[src/swsd_ram.sv]
// ----------------------------------------------------------------------------
// swsd_ram
// Simple dual port RAM, one write and one registered read per cycle.
// ----------------------------------------------------------------------------
module swsd_ram #(
    parameter int WIDTH  = 16,
    parameter int ADDR_W = 8
) (
    input  logic              clk,
    input  logic              we,
    input  logic [ADDR_W-1:0] waddr,
    input  logic [WIDTH-1:0]  wdata,
    input  logic [ADDR_W-1:0] raddr,
    output logic [WIDTH-1:0]  rdata
);

    logic [WIDTH-1:0] mem [(1 << ADDR_W)];

    always_ff @(posedge clk)
    begin
        if (we)
        begin
            mem[waddr] <= wdata;
        end
        rdata <= mem[raddr];
    end

endmodule

[config.mk]
export PLATFORM = sky130hd
export DESIGN_NAME = swsd_ram
export DESIGN_NICKNAME = d
export VERILOG_FILES = /design/src/swsd_ram.sv
export SDC_FILE = /design/constraint.sdc
export NUM_CORES = 2
export LEC_CHECK = 0
export BUFFER_PORTS_ARGS = -buffer_cell sky130_fd_sc_hd__buf_4
export CAP_MARGIN = 25
export CORE_MARGIN = 2
export CORE_UTILIZATION = 40
export CTS_CLUSTER_SIZE = 16
export DETAILED_ROUTE_END_ITERATION = 12
export GPL_TIMING_DRIVEN = 0
export PLACE_DENSITY = 0.57
export SYNTH_ARGS = -nofsm -noshare
export SYNTH_HDL_FRONTEND = slang
export SYNTH_SLANG_ARGS = --single-unit
[constraint.sdc]
create_clock -name clk -period 2.5 [get_ports clk]
set_input_delay 0.5 -clock clk [delete_from_list [all_inputs] [get_ports clk]]
set_output_delay 0.5 -clock clk [all_outputs]
set_load 0.01 [all_outputs]
==> results_dict.tcl <==
set metrics [dict create \
    outcome "complete, but fails checks" \
    violations "negative setup slack" \
    switchingPower_mw 33.2 \
    synth_cells 7360 \
    pwr-share-seq_pct 51.8 \
    regArea_um2 123000 \
    setup_viol 56 \
    initial_core_util_pct 40.1 \
    synth_ff_type "edfxtp_1" \
    viasPerCell 6.06 \
    internal-power_mw 114 \
    die-area_um2 402000 \
    antenna_found_initial 27 \
    ant_nets 0 \
    gp_congestion 1.00 \
    ys_warn_count 0 \
    worst_pin_slew_ps 1220 \
    crit_path_end_kind "flop" \
    htreeDepth 5 \
    root_buffer "clkbuf_16" \
    p_leak_nw 60.2 \
    syn2layout_area_growth_pct 19.9 \
    drt_iter0_drc 12023 \
    core_um2 395000 \
    grt_max_degree 141 \
    r2r_cells 8 \
    drv_slew 0 \
    io_pins 50 \
    cp-start-kind "input pin" \
    clkPwrFrac_pct 41.6 \
    cp.depth 10 \
    grt_pass1_wl_um 685000 \
    grt-ovfl-total 0 \
    wl_um 506000 \
    remaining_drc_errors 0 \
    fin_nets 8270 \
    worstHoldPathCells 2 \
    cp_slowest_cell "nor4_4" \
    syn_area_um2 159000 \
    pwr-share-comb_pct 6.6 \
    cp_num_buf_inv 6 \
    rsz0062_at_grt "yes" \
    crit_path_max_fanout 10 \
    hp-class "in2reg" \
    row_count 231 \
    setup_ws_ps -272 \
    syn_avg_cell_area_um2 21.6 \
    cts_made_buffers 416 \
    arrival_ps 3590 \
    synth_nets 7394 \
    period_needed_ps 2770 \
    power_density_nw_per_um2 772 \
    grt_pass1_vias 82103 \
    required_ps 3320 \
    crit_family "buffers and inverters" \
    clockBufferDepth 4 \
    slew_headroom_pct 18.3 \
    clk_pin_slew_ps 60 \
    cpPeakStageDelay_ps 500 \
    power_mw 147 \
    synth_edf_count 4096 \
    maxCapViolCount 0 \
    placed_area_um2 172000 \
    hpwl_um 351000 \
    finalHoldViolations 0 \
    clkSinkCount 4112 \
    sw_frac_of_total_pct 22.6 \
    postLayoutCellArea_um2 190000 \
    synth.distinct_cells 52 \
    period_share_pct 111 \
    cts_tree "built" \
    vias 83802 \
    fin_skew_ps 51.7 \
    crit_type "in2reg" \
    num-fill-cells 31929 \
    drtPass1Iterations 8 \
    ir_worst_vdd_uv 580 \
    io_buffers 39 \
    clock_latency_ps 980 \
    path_common_cell "buf_4" \
    fmax_mhz 361 \
    die_h_um 634 \
    multi_input_area_um2 36300 \
    synth-async-reset-ratio_pct 0 \
    pre_cts_ws_ps -3350 \
    drive_above_1_share_pct 33.9 \
    avgRoutedWirePerCell_um 36.6 \
    die_width_um 634 \
    ys_ff_latch 4112 \
    worstPathCellList "clkbuf_4 -> inv_1 -> buf_4 -> nor2_4 -> buf_6 -> clkbuf_2 -> a22o_1 -> o32ai_4 -> buf_4 -> nor4_4" \
    grt_util_all_layers_pct 24.9 \
    ys_seq_area_share_pct 77.7 \
]
-- flip-flops by register name (all words and copies together) (netlist names) --
register  count
mem        4096
rdata        16
-- what timing repair did --
action | CTS | global route
pin swaps | 73 | 47
buffers inserted | 43 | 16
endpoints found under the setup margin | 728 | 708
gates resized for setup | 903 | 117
hold endpoints to repair | 260 | 0
hold buffers | 10 | 0
-- layer usage --
layer	part of all wire [%]	GRT usage [%]	up-vias
li1	-	-	33158
met1	39	33.9	44935
met2	45	38.0	4778
met3	11	6.52	927
met4	5.0	10.5	4
met5	0.0057	0	-
-- synthesized netlist by cell type, drive strengths merged (11+ instances only) --
cell type  number  area, um^2
a211oi         18         135
a21oi         175         876
a221oi         28         245
a22o           32         280
a22oi          43         323
and3           11        68.8
buf           222        1810
clkbuf        230         863
dfxtp          16         320
edfxtp       4096      123000
mux2           88         991
mux2i         565        5660
mux4          797       17900
nand2          38         143
nand3          35         175
nand4          26         163
nor2          304        1140
nor3           92         460
nor4           18         119
o21ai          38         190
o221ai        253        2220
o22ai         148         926
o31ai          16         120
o32ai          21         191
-- final cells by class --
cell class	count	area share [%]
Inverter	4	0.0125
Timing Repair Buffer	459	3.61
Sequential cell	4112	64.8
Antenna cell	15	0.0197
Clock inverter	268	1.27
Tap cell	5242	3.45
Multi-Input combinational cell	2792	19.1
Clock buffer	493	5.67
Buffer	451	2.11
-- cells by family (layout without fill, tap and decap cells) --
logic type             after synthesis  in the layout  share of synthesized area (%)
AO/OA/AOI/OAI                      786            786                           3.54
AND/OR/NAND/NOR                    556            556                           1.57
multiplexers                      1450           1450                           15.5
other                                0             15                              0
flip-flops                        4112           4112                           77.7
buffers and inverters              456           1675                           1.69
-- power groups by stage --
stage | sequential [mW] | clock, mW | combinational, mW
after floorplan | 77.5 | 0 | 3.75
after detailed placement | 77.5 | 0 | 8.60
final | 76.1 | 61.2 | 9.70
after global placement | 77.7 | 0 | 7.99
after global routing | 76.0 | 64.5 | 9.88
after CTS | 76.0 | 61.8 | 9.48
-- placed cells by master (no fill, tap or decap), drive strengths merged, types with 5 or more instances in the layout --
cell type	instances
o221ai	253
o32ai	21
o31ai	16
nand3	35
a31oi	6
a22oi	43
or2	5
mux4	797
dfxtp	16
inv	22
clkinv	201
nand2	38
edfxtp	4096
a22o	32
dlygate4sd3	10
buf	665
clkbuf	727
diode	15
a2111oi	6
mux2	88
a221oi	28
a211oi	18
o22ai	148
and3	11
bufinv	35
nor4	18
a21oi	175
nor3	92
clkinvlp	14
nand4	26
nor2b	9
o21ai	38
nor2	304
mux2i	565
-- per-stage QoR --
stage / util [%] / hold WS (ps) / std cells / TNS [ps]
global route: 48.1 / 70.2 / 13827 / -1730
global placement: 41.9 / 898 / 12641 / -
detailed placement: 43.5 / 775 / 12997 / -2665110
finish: 48.1 / 58.1 / 13836 / -3730
floorplan: - / 599 / 7360 / -298640
CTS: 48.0 / 55.8 / 13804 / -1750
-- final timing paths --
path / to / start / slack [ps]
hold / removal: mem[84][15] / wdata[15] / 60
hold reg to reg: rdata[11] / mem[210][11] / 1210
setup reg to reg: rdata[6] / mem[5][6] / -160
setup / recovery: rdata[11] / raddr[4] / -270
Power figures use the tool's default switching activity.
