--- src/swsd_pkg.sv ---
// ----------------------------------------------------------------------------
// swsd_pkg
// Shared types and constants for the sliding window standard deviation block.
// ----------------------------------------------------------------------------
package swsd_pkg;

    localparam int NUM_WINDOWS = 4;
    localparam int WINDOW_MAX  = 64;
    localparam int SAMPLE_BITS = 16;

    // field widths fixed by the interface
    localparam int WIN_BITS  = 2;
    localparam int XIN_BITS  = 16;
    localparam int CFG_BITS  = 7;
    localparam int OUT_BITS  = 24;

    // derived widths
    localparam int IDX_BITS  = $clog2(WINDOW_MAX);
    localparam int LEN_BITS  = $clog2(WINDOW_MAX + 1);
    localparam int ADDR_BITS = WIN_BITS + IDX_BITS;
    localparam int DEPTH     = (1 << ADDR_BITS);
    localparam int SQ_BITS   = 2 * SAMPLE_BITS;
    localparam int S1_BITS   = SAMPLE_BITS + IDX_BITS + 1;
    localparam int S2_BITS   = SQ_BITS + IDX_BITS + 1;
    localparam int D_BITS    = LEN_BITS + S2_BITS;
    localparam int FRAC_SH   = 16;
    localparam int NUM_BITS  = D_BITS + FRAC_SH;
    localparam int DEN_BITS  = 2 * LEN_BITS;
    localparam int ROOT_BITS = (NUM_BITS + 1) / 2;
    localparam int RAD_BITS  = 2 * ROOT_BITS;

    localparam logic [OUT_BITS-1:0] OUT_MAX = '1;

    typedef enum logic [2:0] {
        ST_IDLE,
        ST_SUM,
        ST_MUL,
        ST_SUB,
        ST_DIV,
        ST_SQRT,
        ST_DONE
    } swsd_state_t;

endpackage

--- src/swsd_sqrt.sv ---
// ----------------------------------------------------------------------------
// swsd_sqrt
// Integer square root, two radicand bits per cycle.
// ----------------------------------------------------------------------------
module swsd_sqrt
    import swsd_pkg::*;
(
    input  logic                 clk,
    input  logic                 rst_n,
    input  logic                 start,
    input  logic [NUM_BITS-1:0]  rad,
    output logic                 done,
    output logic [ROOT_BITS-1:0] root
);

    localparam int CNT_BITS = $clog2(ROOT_BITS + 1);

    logic                 busy_reg;
    logic [CNT_BITS-1:0]  cnt_reg;
    logic [RAD_BITS-1:0]  val_reg;
    logic [ROOT_BITS-1:0] root_reg;
    logic [ROOT_BITS+1:0] rem_reg;
    logic [ROOT_BITS+1:0] rem_sh;
    logic [ROOT_BITS+1:0] trial;
    logic                 fits;

    assign rem_sh = {rem_reg[ROOT_BITS-1:0], val_reg[RAD_BITS-1 -: 2]};
    assign trial  = {root_reg, 2'b01};
    assign fits   = (rem_sh >= trial);

    always_ff @(posedge clk or negedge rst_n)
    begin
        if (!rst_n)
        begin
            busy_reg <= 1'b0;
            cnt_reg  <= '0;
            done     <= 1'b0;
        end
        else
        begin
            done <= 1'b0;
            if (start)
            begin
                busy_reg <= 1'b1;
                cnt_reg  <= CNT_BITS'(ROOT_BITS);
            end
            else if (busy_reg)
            begin
                cnt_reg <= cnt_reg - 1'b1;
                if (cnt_reg == CNT_BITS'(1))
                begin
                    busy_reg <= 1'b0;
                    done     <= 1'b1;
                end
            end
        end
    end

    // one root digit per cycle
    always_ff @(posedge clk)
    begin
        if (start)
        begin
            val_reg  <= RAD_BITS'(rad);
            root_reg <= '0;
            rem_reg  <= '0;
        end
        else if (busy_reg)
        begin
            val_reg  <= {val_reg[RAD_BITS-3:0], 2'b00};
            root_reg <= {root_reg[ROOT_BITS-2:0], fits};
            rem_reg  <= fits ? (rem_sh - trial) : rem_sh;
        end
    end

    assign root = root_reg;

endmodule

--- config.mk ---
export PLATFORM = sky130hd
export DESIGN_NAME = swsd_sqrt
export DESIGN_NICKNAME = d
export VERILOG_FILES = /design/src/swsd_pkg.sv /design/src/swsd_sqrt.sv
export SDC_FILE = /design/constraint.sdc
export NUM_CORES = 1
export LEC_CHECK = 0
export BUFFER_PORTS_ARGS = -buffer_cell sky130_fd_sc_hd__clkbuf_2
export CAP_MARGIN = 20
export CORE_MARGIN = 2
export CORE_UTILIZATION = 55
export DETAILED_ROUTE_END_ITERATION = 16
export HOLD_SLACK_MARGIN = 0.05
export PLACE_DENSITY = 0.77
export SLEW_MARGIN = 10
export SYNTH_ARGS = -nofsm -noshare
export SYNTH_HDL_FRONTEND = slang
export SYNTH_SLANG_ARGS = --single-unit
export TNS_END_PERCENT = 100
--- constraint.sdc ---
create_clock -name clk -period 3.4 [get_ports clk]
set_input_delay 0.34 -clock clk [delete_from_list [all_inputs] [get_ports clk]]
set_output_delay 0.34 -clock clk [all_outputs]
set_load 0.01 [all_outputs]
==> flow_summary.toml <==
[status]
status = "completed"

[sta]
slew_viol_final = 0
layout_min_cycle_time_ns = 3.12
worst_pin_slew_ns = 0.751
skew_ns = 0.0114
hold_violations = 0
fin_setup_tns_ns = 0
max_freq_mhz = 320
min_period_over_period_pct = 91.9
relSlewSlack_pct = 50.0
setup_ws_ns = 0.276
rsz0062_at_grt = "false"
setup-violations-final = 0

[min_path]
worstHoldStart = "rad[0]"
hp-class = "in -> reg"
worstHoldPathCells = 2
hold_path_end = "val_reg[0]$_SDFFCE_PN0P_"

[final_layout]
stdcell_count = 965
area_growth_pct = 17.4
final_common_cell = "clkbuf_2"
final_nets = 880
insertedDiodeCount = 0
regArea_um2 = 3280
fillers = 1030
largest_reg_flops = 62
layout-drive-gt1-share_pct = 26.0
multiInputGateArea_um2 = 3610
layout_common_cells = "clkbuf_2, nor2_1, dfxtp_1, edfxtp_1, mux2_2"

[routing]
drt_first_pass_iters = 5
routed_wl_mm = 15.4
viasPerCell = 5.71
drc = 0
drt_iter0_drc = 412
ant_nets = 0
vias = 5510
post_drt_wl_per_cell_um = 15.9

[clock_tree]
clkTransAtPathRegs_ns = 0.06
cts-buffers-inserted = 17
ctsHtreeMaxLevel = 4
cts-root-buf = "clkbuf_16"
cts_buffer_depth = 2
insertion_delay_ns = 0.42
postCtsSetupBuffers = 0
cts_tree = "yes"
clock-sinks = 131

[pwr]
power_w = 0.00730
vdd_ir_drop_max_mv = 0.643
power.switching_w = 0.00263
clkPwrFrac_pct = 27.8
powerDensity_nw_per_um2 = 861
seq_power_share_pct = 27.5
p_sw_share_pct = 36.0
leakage_nw = 3.71
intPower_w = 0.00467
pwr-share-comb_pct = 44.7

[yosys]
synth_seq_cells = 131
ys_seq_area_share_pct = 45.4
synthArstFlopShare_pct = 5.34
ys.flop_type = "edfxtp_1"
ys_warn_count = 0
synthCells = 693
synth_cell_types = 61
netlist_area_um2 = 7220
synth_largest_area_cell = "edfxtp_1"
synth_nets = 793
synthTopCellsByArea = "edfxtp_1, dfxtp_1, mux2_2"
avgSynthCellArea_um2 = 10.4
synth_top_area_share_pct = 25.8
synth_enable_flop_cells = 62

[setup_path]
required_ns = 3.71
critPathKind = "reg -> reg"
regToRegSetupSlack_ns = 0.28
r2r_end = "rem_reg[30]$_SDFFE_PP0P_"
reg2regPathDepth = 11
cp_max_fo = 6
crit_arrival_ns = 3.43
end_kind = "flop"
start_kind = "flop"
r2r-start = "root[5]$_SDFFE_PP0P_"

[floorplanning]
ioPinCount = 97
die_w_um = 119
dieArea_um2 = 14100
core-area_um2 = 12700
start_util_pct = 56.8
die_y_um = 119
num_rows = 41

[placement]
dp_cells = 932
port_buffers = 96
gp_congestion = 0.868
dpl.hpwl_mm = 10.4
dp_slack_ns = 0.361

[global_route]
grt_max_degree = 139
grt_first_pass_wirelength_mm = 26.2
antenna_found_initial = 0
grt_pass1_vias = 5568
overflow = 0
grt_usage_pct = 22.9

[job]
drv_cap = 0
per-layer routing:
metal	vias to the layer above	GRT usage (%)	routed length [um]
met1	2628	28.3	6650
met2	172	37.4	7380
met5	-	0	0
li1	2674	-	-
met4	0	9.67	386
met3	36	6.47	962
worst max-delay path, stage by stage (launching register included):
cell	delay [ns]
dfxtp_1	0.37
inv_1	0.07
ha_1	0.38
a21oi_1	0.23
nand2_1	0.09
o21ai_0	0.43
a21oi_1	0.22
a2111oi_0	0.59
buf_4	0.23
o21ai_0	0.13
xnor2_1	0.19
o21ai_1	0.09
logic make-up (layout without fill, tap and decap cells):
kind of cell             after synthesis  count (layout)  synth area share (%)
AND/OR/NAND/NOR                      174             174                  11.7
XOR/XNOR                              32              32                  3.88
AO/OA/AOI/OAI                        135             135                  12.3
flip-flops                           131             131                  45.4
adder cells (fa/ha/maj)               35              35                  6.06
multiplexers                         108             108                  16.0
buffers and inverters                 78             178                  4.63
how the worst max path moves through the flow:
stage | to | from | cells past startpoint
finish | rem_reg[30]$_SDFFE_PP0P_ | root[5]$_SDFFE_PP0P_ | 11
global route | rem_reg[30]$_SDFFE_PP0P_ | root[5]$_SDFFE_PP0P_ | 11
CTS | rem_reg[30]$_SDFFE_PP0P_ | root[5]$_SDFFE_PP0P_ | 11
detailed placement | rem_reg[30]$_SDFFE_PP0P_ | root[5]$_SDFFE_PP0P_ | 11
global placement | rem_reg[12]$_SDFFE_PP0P_ | root[23]$_SDFFE_PP0P_ | 11
floorplan | rem_reg[9]$_SDFFE_PP0P_ | root[1]$_SDFFE_PP0P_ | 12
through the flow:
stage,util [%],instance area [um^2],hold WS [ns]
2_1_floorplan,-,7220,0.0444
3_3_place_gp,61.4,7820,0.179
3_5_place_dp,61.4,7820,0.188
4_1_cts,66.6,8470,0.184
5_1_grt,66.6,8470,0.189
6_report,66.6,8470,0.198
what timing repair did:
action | in CTS | in global routing
gates resized for setup | 0 | 0
hold buffers | 1 | 0
endpoints found under the hold margin | 7 | 0
endpoints found under the setup margin | 0 | 0
cells in the mapped netlist, drive strengths merged (2+ instances only):
master  count
a211oi     22
a21o       10
a21oi      42
a221oi      4
a22oi       2
a311oi      4
and2        7
and3        5
buf        11
clkbuf     26
dfrtp       7
dfxtp      62
edfxtp     62
ha         35
inv        41
mux2       60
mux2i      48
nand2      36
nand2b     11
nand3       7
nand4       7
nor2       74
nor2b       4
nor3        2
nor3b       8
nor4        4
o211ai      4
o21a        4
o21ai      26
o21bai      2
o22ai       4
o31ai       2
or2         2
or3         3
xnor2      23
xor2        9
layout make-up:
class / instances / area share (%)
Inverter: 41 / 1.82
Sequential cell: 131 / 38.7
Multi-Input combinational cell: 484 / 42.6
Clock inverter: 12 / 2.39
Timing Repair Buffer: 105 / 6.67
Clock buffer: 20 / 5.27
Tap cell: 172 / 2.54
power groups by stage:
stage	sequential, W	combinational (W)	clock [W]
after global routing	0.00203	0.00360	0.00211
after global placement	0.00202	0.00307	0
after CTS	0.00200	0.00323	0.00205
after floorplan	0.00200	0.00267	0
after detailed placement	0.00203	0.00318	0
final	0.00201	0.00326	0.00203
Note: power is estimated with default switching activity, not from simulation.
