===== src/swsd_pkg.sv =====
// ----------------------------------------------------------------------------
// swsd_pkg
// Shared types and constants for the sliding window standard deviation block.
// ----------------------------------------------------------------------------
package swsd_pkg;

    localparam int NUM_WINDOWS = 4;
    localparam int WINDOW_MAX  = 64;
    localparam int SAMPLE_BITS = 16;

    // field widths fixed by the interface
    localparam int WIN_BITS  = 2;
    localparam int XIN_BITS  = 16;
    localparam int CFG_BITS  = 7;
    localparam int OUT_BITS  = 24;

    // derived widths
    localparam int IDX_BITS  = $clog2(WINDOW_MAX);
    localparam int LEN_BITS  = $clog2(WINDOW_MAX + 1);
    localparam int ADDR_BITS = WIN_BITS + IDX_BITS;
    localparam int DEPTH     = (1 << ADDR_BITS);
    localparam int SQ_BITS   = 2 * SAMPLE_BITS;
    localparam int S1_BITS   = SAMPLE_BITS + IDX_BITS + 1;
    localparam int S2_BITS   = SQ_BITS + IDX_BITS + 1;
    localparam int D_BITS    = LEN_BITS + S2_BITS;
    localparam int FRAC_SH   = 16;
    localparam int NUM_BITS  = D_BITS + FRAC_SH;
    localparam int DEN_BITS  = 2 * LEN_BITS;
    localparam int ROOT_BITS = (NUM_BITS + 1) / 2;
    localparam int RAD_BITS  = 2 * ROOT_BITS;

    localparam logic [OUT_BITS-1:0] OUT_MAX = '1;

    typedef enum logic [2:0] {
        ST_IDLE,
        ST_SUM,
        ST_MUL,
        ST_SUB,
        ST_DIV,
        ST_SQRT,
        ST_DONE
    } swsd_state_t;

endpackage


===== src/swsd_div.sv =====
// ----------------------------------------------------------------------------
// swsd_div
// Restoring divider, one quotient bit per cycle.
// ----------------------------------------------------------------------------
module swsd_div
    import swsd_pkg::*;
(
    input  logic                clk,
    input  logic                rst_n,
    input  logic                start,
    input  logic [NUM_BITS-1:0] num,
    input  logic [DEN_BITS-1:0] den,
    output logic                done,
    output logic [NUM_BITS-1:0] quo
);

    localparam int CNT_BITS = $clog2(NUM_BITS + 1);

    logic                busy_reg;
    logic [CNT_BITS-1:0] cnt_reg;
    logic [NUM_BITS-1:0] q_reg;
    logic [DEN_BITS-1:0] den_reg;
    logic [DEN_BITS-1:0] rem_reg;
    logic [DEN_BITS:0]   rem_sh;
    logic                fits;

    // trial subtract of one step
    assign rem_sh = {rem_reg, q_reg[NUM_BITS-1]};
    assign fits   = (rem_sh >= {1'b0, den_reg});

    always_ff @(posedge clk or negedge rst_n)
    begin
        if (!rst_n)
        begin
            busy_reg <= 1'b0;
            cnt_reg  <= '0;
            done     <= 1'b0;
        end
        else
        begin
            done <= 1'b0;
            if (start)
            begin
                busy_reg <= 1'b1;
                cnt_reg  <= CNT_BITS'(NUM_BITS);
            end
            else if (busy_reg)
            begin
                cnt_reg <= cnt_reg - 1'b1;
                if (cnt_reg == CNT_BITS'(1))
                begin
                    busy_reg <= 1'b0;
                    done     <= 1'b1;
                end
            end
        end
    end

    // datapath
    always_ff @(posedge clk)
    begin
        if (start)
        begin
            q_reg   <= num;
            den_reg <= den;
            rem_reg <= '0;
        end
        else if (busy_reg)
        begin
            q_reg   <= {q_reg[NUM_BITS-2:0], fits};
            rem_reg <= fits ? DEN_BITS'(rem_sh - {1'b0, den_reg}) : rem_sh[DEN_BITS-1:0];
        end
    end

    assign quo = q_reg;

endmodule


===== config.mk =====
export PLATFORM = sky130hd
export DESIGN_NAME = swsd_div
export DESIGN_NICKNAME = d
export VERILOG_FILES = /design/src/swsd_pkg.sv /design/src/swsd_div.sv
export SDC_FILE = /design/constraint.sdc
export NUM_CORES = 1
export LEC_CHECK = 0
export BUFFER_PORTS_ARGS = -buffer_cell sky130_fd_sc_hd__buf_4
export CORE_MARGIN = 5
export CORE_UTILIZATION = 56
export CTS_CLUSTER_SIZE = 24
export DETAILED_ROUTE_END_ITERATION = 16
export GPL_TIMING_DRIVEN = 0
export PLACE_DENSITY_LB_ADDON = 0.25
export SLEW_MARGIN = 20
export SYNTH_ARGS = -nofsm -noshare
export SYNTH_HDL_FRONTEND = slang
export SYNTH_SLANG_ARGS = --single-unit

===== constraint.sdc =====
create_clock -name clk -period 3.8 [get_ports clk]
set_input_delay 0.19 -clock clk [delete_from_list [all_inputs] [get_ports clk]]
set_output_delay 0.19 -clock clk [all_outputs]
set_load 0.005 [all_outputs]

==> results of run 1 <==
synthesized netlist by cell type, types with 2 or more instances:
cell / instances
dfrtp_1: 8
edfxtp_1: 76
a211oi_1: 7
o21ai_1: 3
mux2i_1: 9
clkbuf_1: 10
a21o_1: 3
o211ai_1: 3
nand3_1: 3
xnor2_1: 8
xor2_1: 6
a21oi_1: 12
nand2b_1: 6
nor3_1: 3
nand4_1: 4
o21a_1: 3
o31ai_1: 3
ha_1: 17
a31o_1: 2
o21bai_1: 2
nor2_1: 17
mux2_2: 62
dfxtp_1: 14
a21oi_2: 3
buf_1: 2
nor2b_1: 3
inv_1: 20
nand2_1: 17
o21ai_0: 4
buf_2: 2
logic make-up after synthesis:
| kind of cell | synth area share (%) |
|---|---|
| AOI/OAI and AO/OA | 8.15 |
| xor gates and xnor gates | 2.55 |
| adders and majority gates | 4.84 |
| buffers and inverters | 2.94 |
| DFF | 57.5 |
| muxes | 16.4 |
| and+or+nand+nor | 7.63 |
worst paths after layout:
kind,startpoint,to,depth (start not counted),slack (ns)
min in group asynchronous,rst_n,cnt_reg[2]$_DFFE_PN0P_,2,0.19
worst min-delay path,den[6],den_reg[6]$_DFFE_PP_,1,0.02
worst max register to register,quo[61]$_DFFE_PP_,rem_reg[10]$_SDFFE_PP0P_,11,1.19
worst min register to register,rem_reg[13]$_SDFFE_PP0P_,rem_reg[13]$_SDFFE_PP0P_,2,0.51
worst max-delay path,quo[61]$_DFFE_PP_,rem_reg[10]$_SDFFE_PP0P_,11,1.19
max in group asynchronous,rst_n,cnt_reg[0]$_DFFE_PN0P_,2,3.49
metrics by stage:
| step | hold slack (ns) | std cells | util, % | power (mW) |
|---|---|---|---|---|
| 3_5_place_dp | 0.0151 | 601 | 72.3 | 2.50 |
| 6_report | 0.0160 | 631 | 76.3 | 3.20 |
| 4_1_cts | 0.000307 | 629 | 76.1 | 3.21 |
| 2_1_floorplan | -0.106 | 355 | - | 2.14 |
| 3_3_place_gp | 0.0136 | 601 | 72.2 | 2.46 |
| 5_1_grt | 0.00549 | 631 | 76.3 | 3.38 |
routing by layer:
layer | wire (um) | up-vias | track usage (%)
li1 | - | 1647 | -
met1 | 4420 | 1647 | 25.8
met2 | 5870 | 126 | 39.8
met3 | 1170 | 15 | 9.34
met4 | 211 | 0 | 7.37
met5 | 0 | - | 0
power by group through the flow:
stage / registers [mW] / logic (mW) / clock network, mW
2_1_floorplan: 1.43 / 0.715 / 0
3_3_place_gp: 1.44 / 1.02 / 0
3_5_place_dp: 1.45 / 1.06 / 0
4_1_cts: 1.43 / 1.07 / 0.706
5_1_grt: 1.44 / 1.18 / 0.750
6_report: 1.43 / 1.08 / 0.693
area by class of cell:
type                            count  area [um2]  area share, %
Buffer                             15        66.3           1.05
Clock buffer                        9         124           1.95
Clock inverter                      7        73.8           1.17
Inverter                           20        77.6           1.22
Multi-Input combinational cell    222        1900           30.0
Sequential cell                    98        2760           43.6
Tap cell                          105         131           2.07
Timing Repair Buffer              155        1200           18.9
what timing repair did:
action,4_1_cts,5_1_grt
endpoints found under the hold margin,19,2
buffers inserted,0,0
hold buffers,12,2
==> results.cfg, run 1 <==
[status]
outcome = complete, no violations

[synth]
synth.cell_area_um2 = 4810
synthTopCellsByArea = edfxtp_1, mux2_2, dfxtp_1, ha_1, dfrtp_1
synth_ff_type = edfxtp_1
seq_area_frac_synth_pct = 57.5
synth_cell_type_count = 53
ys_seq_elements = 98
async_flop_share_pct = 8.16
syn-num-nets = 452
yosys.area.top_type = edfxtp_1
post_synth.cell_area_avg_um2 = 13.5
synthCells = 355
yosys_warnings = 0
synth-edff-count = 76
synth_top_area_share_pct = 47.5

[critical_path]
cpMaxStageDelayCell = a2111oi_2
max_stage_delay_ns = 0.52
cp.required_ns = 4.05
arrival_ns = 2.86
cp_cell_sequence = inv_1 > ha_1 > inv_1 > fa_1 > nand3_1 > a21oi_1 > a2111oi_2 > o21bai_1 > a21oi_1 > xnor2_1 > a31o_1
timing_worst_setup_path_type = flop to flop
cp_top_family = compound AO/OA/AOI/OAI gates
worstPathMaxFanout = 3
critPathBufInv = 2
cp-start-kind = flop
cp-end-kind = flop

[drt]
vias = 3435
routedWlPerCell_um = 18.5
ant_nets = 0
dr.pass1.iters = 4
drtIter0Drc = 148
drt-vias-per-instance = 5.44
wl_um = 11700
drc = 0

[die]
start_util_pct = 57.9
rows = 33
die_h_um = 103
die_area_um2 = 10500
coreArea_um2 = 8300
io_pins = 142
die_x_um = 103

[layout]
nFillCells = 540
largest_register_ffs = 62
area_delta_synth_final_pct = 31.8
antennaDiodeCount = 0
nets = 618
drive_above_1_share_pct = 44.7
layout_common_cells = buf_4, edfxtp_1, mux2_2, inv_1
layout_commonest_cell = buf_4
final_area_um2 = 6340

[place]
port-buffer-count = 141
pre_cts_ws_ns = 1.24
hpwl_um = 8540
dpl_cell_area_um2 = 6000
gp_congestion = 0.873

[power]
combPwrFrac_pct = 33.7
leakage_nw = 2.71
p_per_area_nw_per_um2 = 505
ir_drop_uv = 307
p_int_mw = 2.19
pwr-share-seq_pct = 44.7
power_switching_mw = 1.01
pwr-share-clk_pct = 21.7
switching_share_pct = 31.6

[timing]
setup_viol = 0
fin_setup_tns_ns = 0
max_slew.worst_pin.slew_ns = 0.754
slew_violations = 0
finalHoldViolCount = 0
finalWorstSetupSlack_ns = 1.19
fin_crit_ns = 2.61
finClkSkew_ns = 0.0158
fmax_ghz = 0.384
relSlewSlack_pct = 49.7
fin_crit_sh_pct = 68.6
rsz0062_at_grt = no

[clock_network]
path_clk_slew_ns = 0.09
cts.sinks = 98
cts_tree = built
cts-root-buf = clkbuf_8
ctsHtreeMaxLevel = 3
clk_latency_ns = 0.36
clock_path_buffers = 2
cts_buffers = 9
cts_resized = 0

[global_route]
antenna_found_initial = 0
grt-ovfl-total = 0
groute.usage.overall_pct = 23.0
grt_pass1_vias = 3728
grt_max_degree = 63
grt_pass1_wl_um = 18500

[flow_run]
cap_violations = 0

[worst_hold_path]
min_path_type = input pin to flop
No activity file was read; power rests on OpenSTA's default activity.
==> run 2: changes to the inputs <==
Settings changed: CORE_UTILIZATION 56 to 47.
Clock period 3.8 ns to 2.15 ns, I/O delays scaled along.
==> results.cfg, run 2 (same netlist as run 1, synthesis figures left out) <==
[drt]
wl_um = 12400
drc = 0
routedWlPerCell_um = 17.8
drt-vias-per-instance = 5.20
dr.pass1.iters = 4
drtIter0Drc = 109
ant_nets = 0
vias = 3630

[clock_network]
cts-root-buf = clkbuf_8
clk_latency_ns = 0.38
path_clk_slew_ns = 0.10
cts_tree = built
cts.sinks = 98
cts_buffers = 9
ctsHtreeMaxLevel = 3
clock_path_buffers = 2

[timing]
fmax_ghz = 0.459
finalHoldViolCount = 0
rsz0062_at_grt = yes
slew_violations = 0
fin_setup_tns_ns = -0.0733
max_slew.worst_pin.slew_ns = 0.713
relSlewSlack_pct = 52.5
finClkSkew_ns = 0.0143
fin_crit_sh_pct = 101
setup_viol = 4
fin_crit_ns = 2.18
finalWorstSetupSlack_ns = -0.0308

[layout]
layout_commonest_cell = buf_4
seq_area_um2 = 2760
drive_above_1_share_pct = 52.0
nFillCells = 695
antennaDiodeCount = 0
largest_register_ffs = 62
layout_common_cells = buf_4, edfxtp_1, mux2_2, dlygate4sd3_1
final_area_um2 = 7010
area_delta_synth_final_pct = 45.9
nets = 654
multi_input_area_um2 = 2190

[place]
hpwl_um = 8520
gp_congestion = 0.824
port-buffer-count = 141
pre_cts_ws_ns = -0.229
dpl_cell_area_um2 = 6060

[die]
die_area_um2 = 12300
die_x_um = 111
rows = 37
die_h_um = 111
start_util_pct = 47.4
io_pins = 142
coreArea_um2 = 10100

[global_route]
grt_pass1_wl_um = 19600
groute.usage.overall_pct = 19.9
use_met3_pct = 10.5
grt-ovfl-total = 0
grt_pass1_vias = 3877
grt_util_met2_pct = 33.5
met1_usage_pct = 22.4
antenna_found_initial = 0
grt_max_degree = 40
busiest_layer = met2

[status]
outcome = finished, violations left
violations = setup timing

[critical_path]
worstPathMaxFanout = 3
timing_worst_setup_path_type = flop to flop
arrival_ns = 2.47
cp-start-kind = flop
cp.required_ns = 2.44
cp-end-kind = flop

[power]
ir_drop_uv = 573
leakage_nw = 2.93
p_per_area_nw_per_um2 = 922

[worst_hold_path]
min_path_type = input pin to flop

[flow_run]
cap_violations = 0
[run 2: cell count changes in the layout (fill, tap and decap cells not counted), sizes merged]
cell / delta
buf: +24
dlygate4sd3: +12
clkbuf: +3
inv: -2
bufinv: -1
[run 2: where the power goes]
part           switching, mW  total, mW  leakage, nW  internal (mW)
Clock                  0.678       1.20       0.0992          0.525
Sequential             0.220       2.56        0.991           2.34
Combinational           1.17       2.70         1.84           1.53
[run 2: stage by stage]
step / util, % / power (mW) / cells / hold slack [ns]
finish: 69.2 / 6.46 / 698 / 0.0205
detailed placement: 59.8 / 4.42 / 633 / -0.0672
CTS: 67.2 / 6.19 / 687 / 0.000235
global placement: 59.5 / 4.36 / 632 / -0.0682
global route: 69.2 / 6.82 / 698 / 0.000494
floorplan: - / 3.79 / 355 / -0.188
[run 2: final timing paths]
kind | end | start | slack (ns) | cells past startpoint
max | rem_reg[12]$_SDFFE_PP0P_ | quo[61]$_DFFE_PP_ | -0.03 | 11
min | quo[12]$_DFFE_PP_ | num[12] | 0.02 | 2
max reg2reg | rem_reg[12]$_SDFFE_PP0P_ | quo[61]$_DFFE_PP_ | -0.03 | 11
min reg2reg | rem_reg[13]$_SDFFE_PP0P_ | rem_reg[13]$_SDFFE_PP0P_ | 0.53 | 2
max in group asynchronous | done$_DFF_PN0_ | rst_n | 1.94 | 2
min in group asynchronous | cnt_reg[5]$_DFFE_PN0P_ | rst_n | 0.08 | 2
[run 2: repair_timing]
action	CTS	global route
hold endpoints to repair	26	7
gates resized for setup	38	17
pin swaps	12	16
cloned	1	0
setup endpoints to repair	14	15
hold buffers	19	7
setup buffers	18	4
[run 2: per-layer routing]
metal,up-vias,part of all wire (%)
met5,-,0
met4,0,1.4
met3,20,9.9
met2,127,50
met1,1758,38
li1,1725,-
[run 2: worst max-delay path, cell delays in order, from the launching register on]
cell and delay [ns]:
edfxtp_1 0.42, inv_2 0.10, ha_4 0.12, inv_2 0.03
fa_2 0.34, nand3_2 0.09, a21oi_2 0.07, a2111oi_4 0.27
o21ai_1 0.11, a21oi_1 0.19, xnor2_1 0.11, a31o_1 0.22
[run 2: area by class of cell]
cell class	count	area share [%]
clock buffers	12	2.36
inverters	20	1.11
repair buffers	191	21.9
clock inverters	4	0.482
multi-input cells	222	31.2
flip-flops and latches	98	39.4
well taps	136	2.43
plain buffers	15	1.12
==> run 3: changes to the inputs <==
Settings changed: CAP_MARGIN set to 0, CORE_UTILIZATION 47 to 30.
==> results.cfg, run 3 (same netlist as run 1, synthesis figures left out) <==
[status]
outcome = finished, violations left
violations = setup timing

[clock_network]
path_clk_slew_ns = 0.08
cts-root-buf = clkbuf_16
cts_tree = built
clk_latency_ns = 0.35
ctsHtreeMaxLevel = 3
cts_buffers = 9
cts.sinks = 98
clock_path_buffers = 2

[die]
io_pins = 142
die_area_um2 = 18700
die_x_um = 137
die_h_um = 137
rows = 46
start_util_pct = 30.4
coreArea_um2 = 15800

[power]
leakage_nw = 2.86
combPwrFrac_pct = 36.6
power_switching_mw = 2.02
p_per_area_nw_per_um2 = 930
power_mw = 6.48
pwr-share-seq_pct = 39.5
ir_drop_uv = 521
pwr-share-clk_pct = 24.0
p_int_mw = 4.47
switching_share_pct = 31.1

[critical_path]
cp_top_family = compound AO/OA/AOI/OAI gates
cpMaxStageDelayCell = edfxtp_1
cp_cell_sequence = inv_2 > buf_4 > buf_6 > ha_4 > nor2b_4 > o2111ai_2 > nand2_2 > a21oi_4 > o21ai_4 > buf_6 > mux2_2
cpMostUsedCell = buf_6
critPathBufInv = 4
cp-end-kind = flop
cp-start-kind = flop
worstPathMaxFanout = 7
max_stage_delay_ns = 0.41
cp.required_ns = 2.25
arrival_ns = 2.32
timing_worst_setup_path_type = flop to flop

[global_route]
grt_pass1_wl_um = 19300
grt_max_degree = 34
grt-ovfl-total = 0
grt_pass1_vias = 3825
groute.usage.overall_pct = 13.3
antenna_found_initial = 0

[drt]
routedWlPerCell_um = 16.1
drc = 0
drt-vias-per-instance = 4.58
drtIter0Drc = 115
ant_nets = 0
wl_um = 12200
dr.pass1.iters = 4
vias = 3470

[timing]
setup_viol = 12
max_slew.worst_pin.slew_ns = 0.662
fin_hold_ws_ns = 0.0526
rsz0062_at_grt = yes
fin_setup_tns_ns = -0.505
finClkSkew_ns = 0.00942
slew_violations = 0
relSlewSlack_pct = 55.7
finalHoldViolCount = 0
fmax_ghz = 0.451
fin_crit_ns = 2.21
finalWorstSetupSlack_ns = -0.0649
fin_crit_sh_pct = 103

[layout]
largest_register_ffs = 62
antennaDiodeCount = 0
nFillCells = 1486
layout_commonest_cell = buf_4
layout_common_cells = buf_4, edfxtp_1, mux2_2, nand2_1, nor2_1
area_delta_synth_final_pct = 45.0
nets = 634
drive_above_1_share_pct = 51.8

[place]
gp_congestion = 0.833
port-buffer-count = 141
hpwl_um = 8930
pre_cts_ws_ns = -0.265

[worst_hold_path]
min_path_type = input pin to flop

[flow_run]
cap_violations = 0
-- run 3: path summary, 6_finish.rpt --
| kind | startpoint | endpoint | slack [ns] | cells past startpoint |
|---|---|---|---|---|
| max reg2reg | quo[61]$_DFFE_PP_ | quo[0]$_DFFE_PP_ | -0.06 | 11 |
| min | num[42] | quo[42]$_DFFE_PP_ | 0.05 | 2 |
| max | quo[61]$_DFFE_PP_ | quo[0]$_DFFE_PP_ | -0.06 | 11 |
| min reg2reg | rem_reg[9]$_SDFFE_PP0P_ | rem_reg[9]$_SDFFE_PP0P_ | 0.51 | 2 |
| min in group asynchronous | rst_n | busy_reg$_DFF_PN0_ | 0.13 | 2 |
| max in group asynchronous | rst_n | done$_DFF_PN0_ | 1.90 | 2 |
-- run 3: timing repair --
| action | CTS | global route |
|---|---|---|
| setup endpoints to repair | 14 | 15 |
| pin swaps | 13 | 22 |
| hold endpoints to repair | 22 | 0 |
| setup buffers | 11 | 2 |
| cloned | 1 | 0 |
| gates resized for setup | 16 | 37 |
| hold buffers | 15 | 0 |
-- run 3: final cells by class --
type / instances / area [um2] / share of cell area [%]
Clock buffer: 9 / 225 / 3.23
Multi-Input combinational cell: 222 / 2150 / 30.8
Inverter: 20 / 77.6 / 1.11
Clock inverter: 7 / 53.8 / 0.772
Timing Repair Buffer: 171 / 1350 / 19.4
Buffer: 15 / 75.1 / 1.08
Tap cell: 216 / 270 / 3.88
Sequential cell: 98 / 2760 / 39.7
-- run 3: routing by layer --
metal / up-vias / global-route usage, % / routed length (um)
met5: - / 0 / 0
met4: 0 / 2.97 / 85
met3: 6 / 6.84 / 1080
met2: 98 / 22.6 / 6030
met1: 1676 / 14.8 / 5010
li1: 1690 / - / -
-- run 3: per-stage QoR --
| step | cells | util (%) | instance area (um2) |
|---|---|---|---|
| 2_1_floorplan | 355 | - | 4810 |
| 3_3_place_gp | 712 | 38.8 | 6140 |
| 3_5_place_dp | 713 | 38.9 | 6160 |
| 4_1_cts | 756 | 42.8 | 6770 |
| 5_1_grt | 758 | 44.0 | 6970 |
| 6_report | 758 | 44.0 | 6970 |
-- run 3: power by group through the flow --
stage,sequential (mW),combinational [mW],clock [mW]
final,2.56,2.37,1.55
after global placement,2.56,1.84,0
after floorplan,2.53,1.26,0
after CTS,2.54,2.14,1.61
after detailed placement,2.57,1.86,0
after global routing,2.59,2.58,1.69
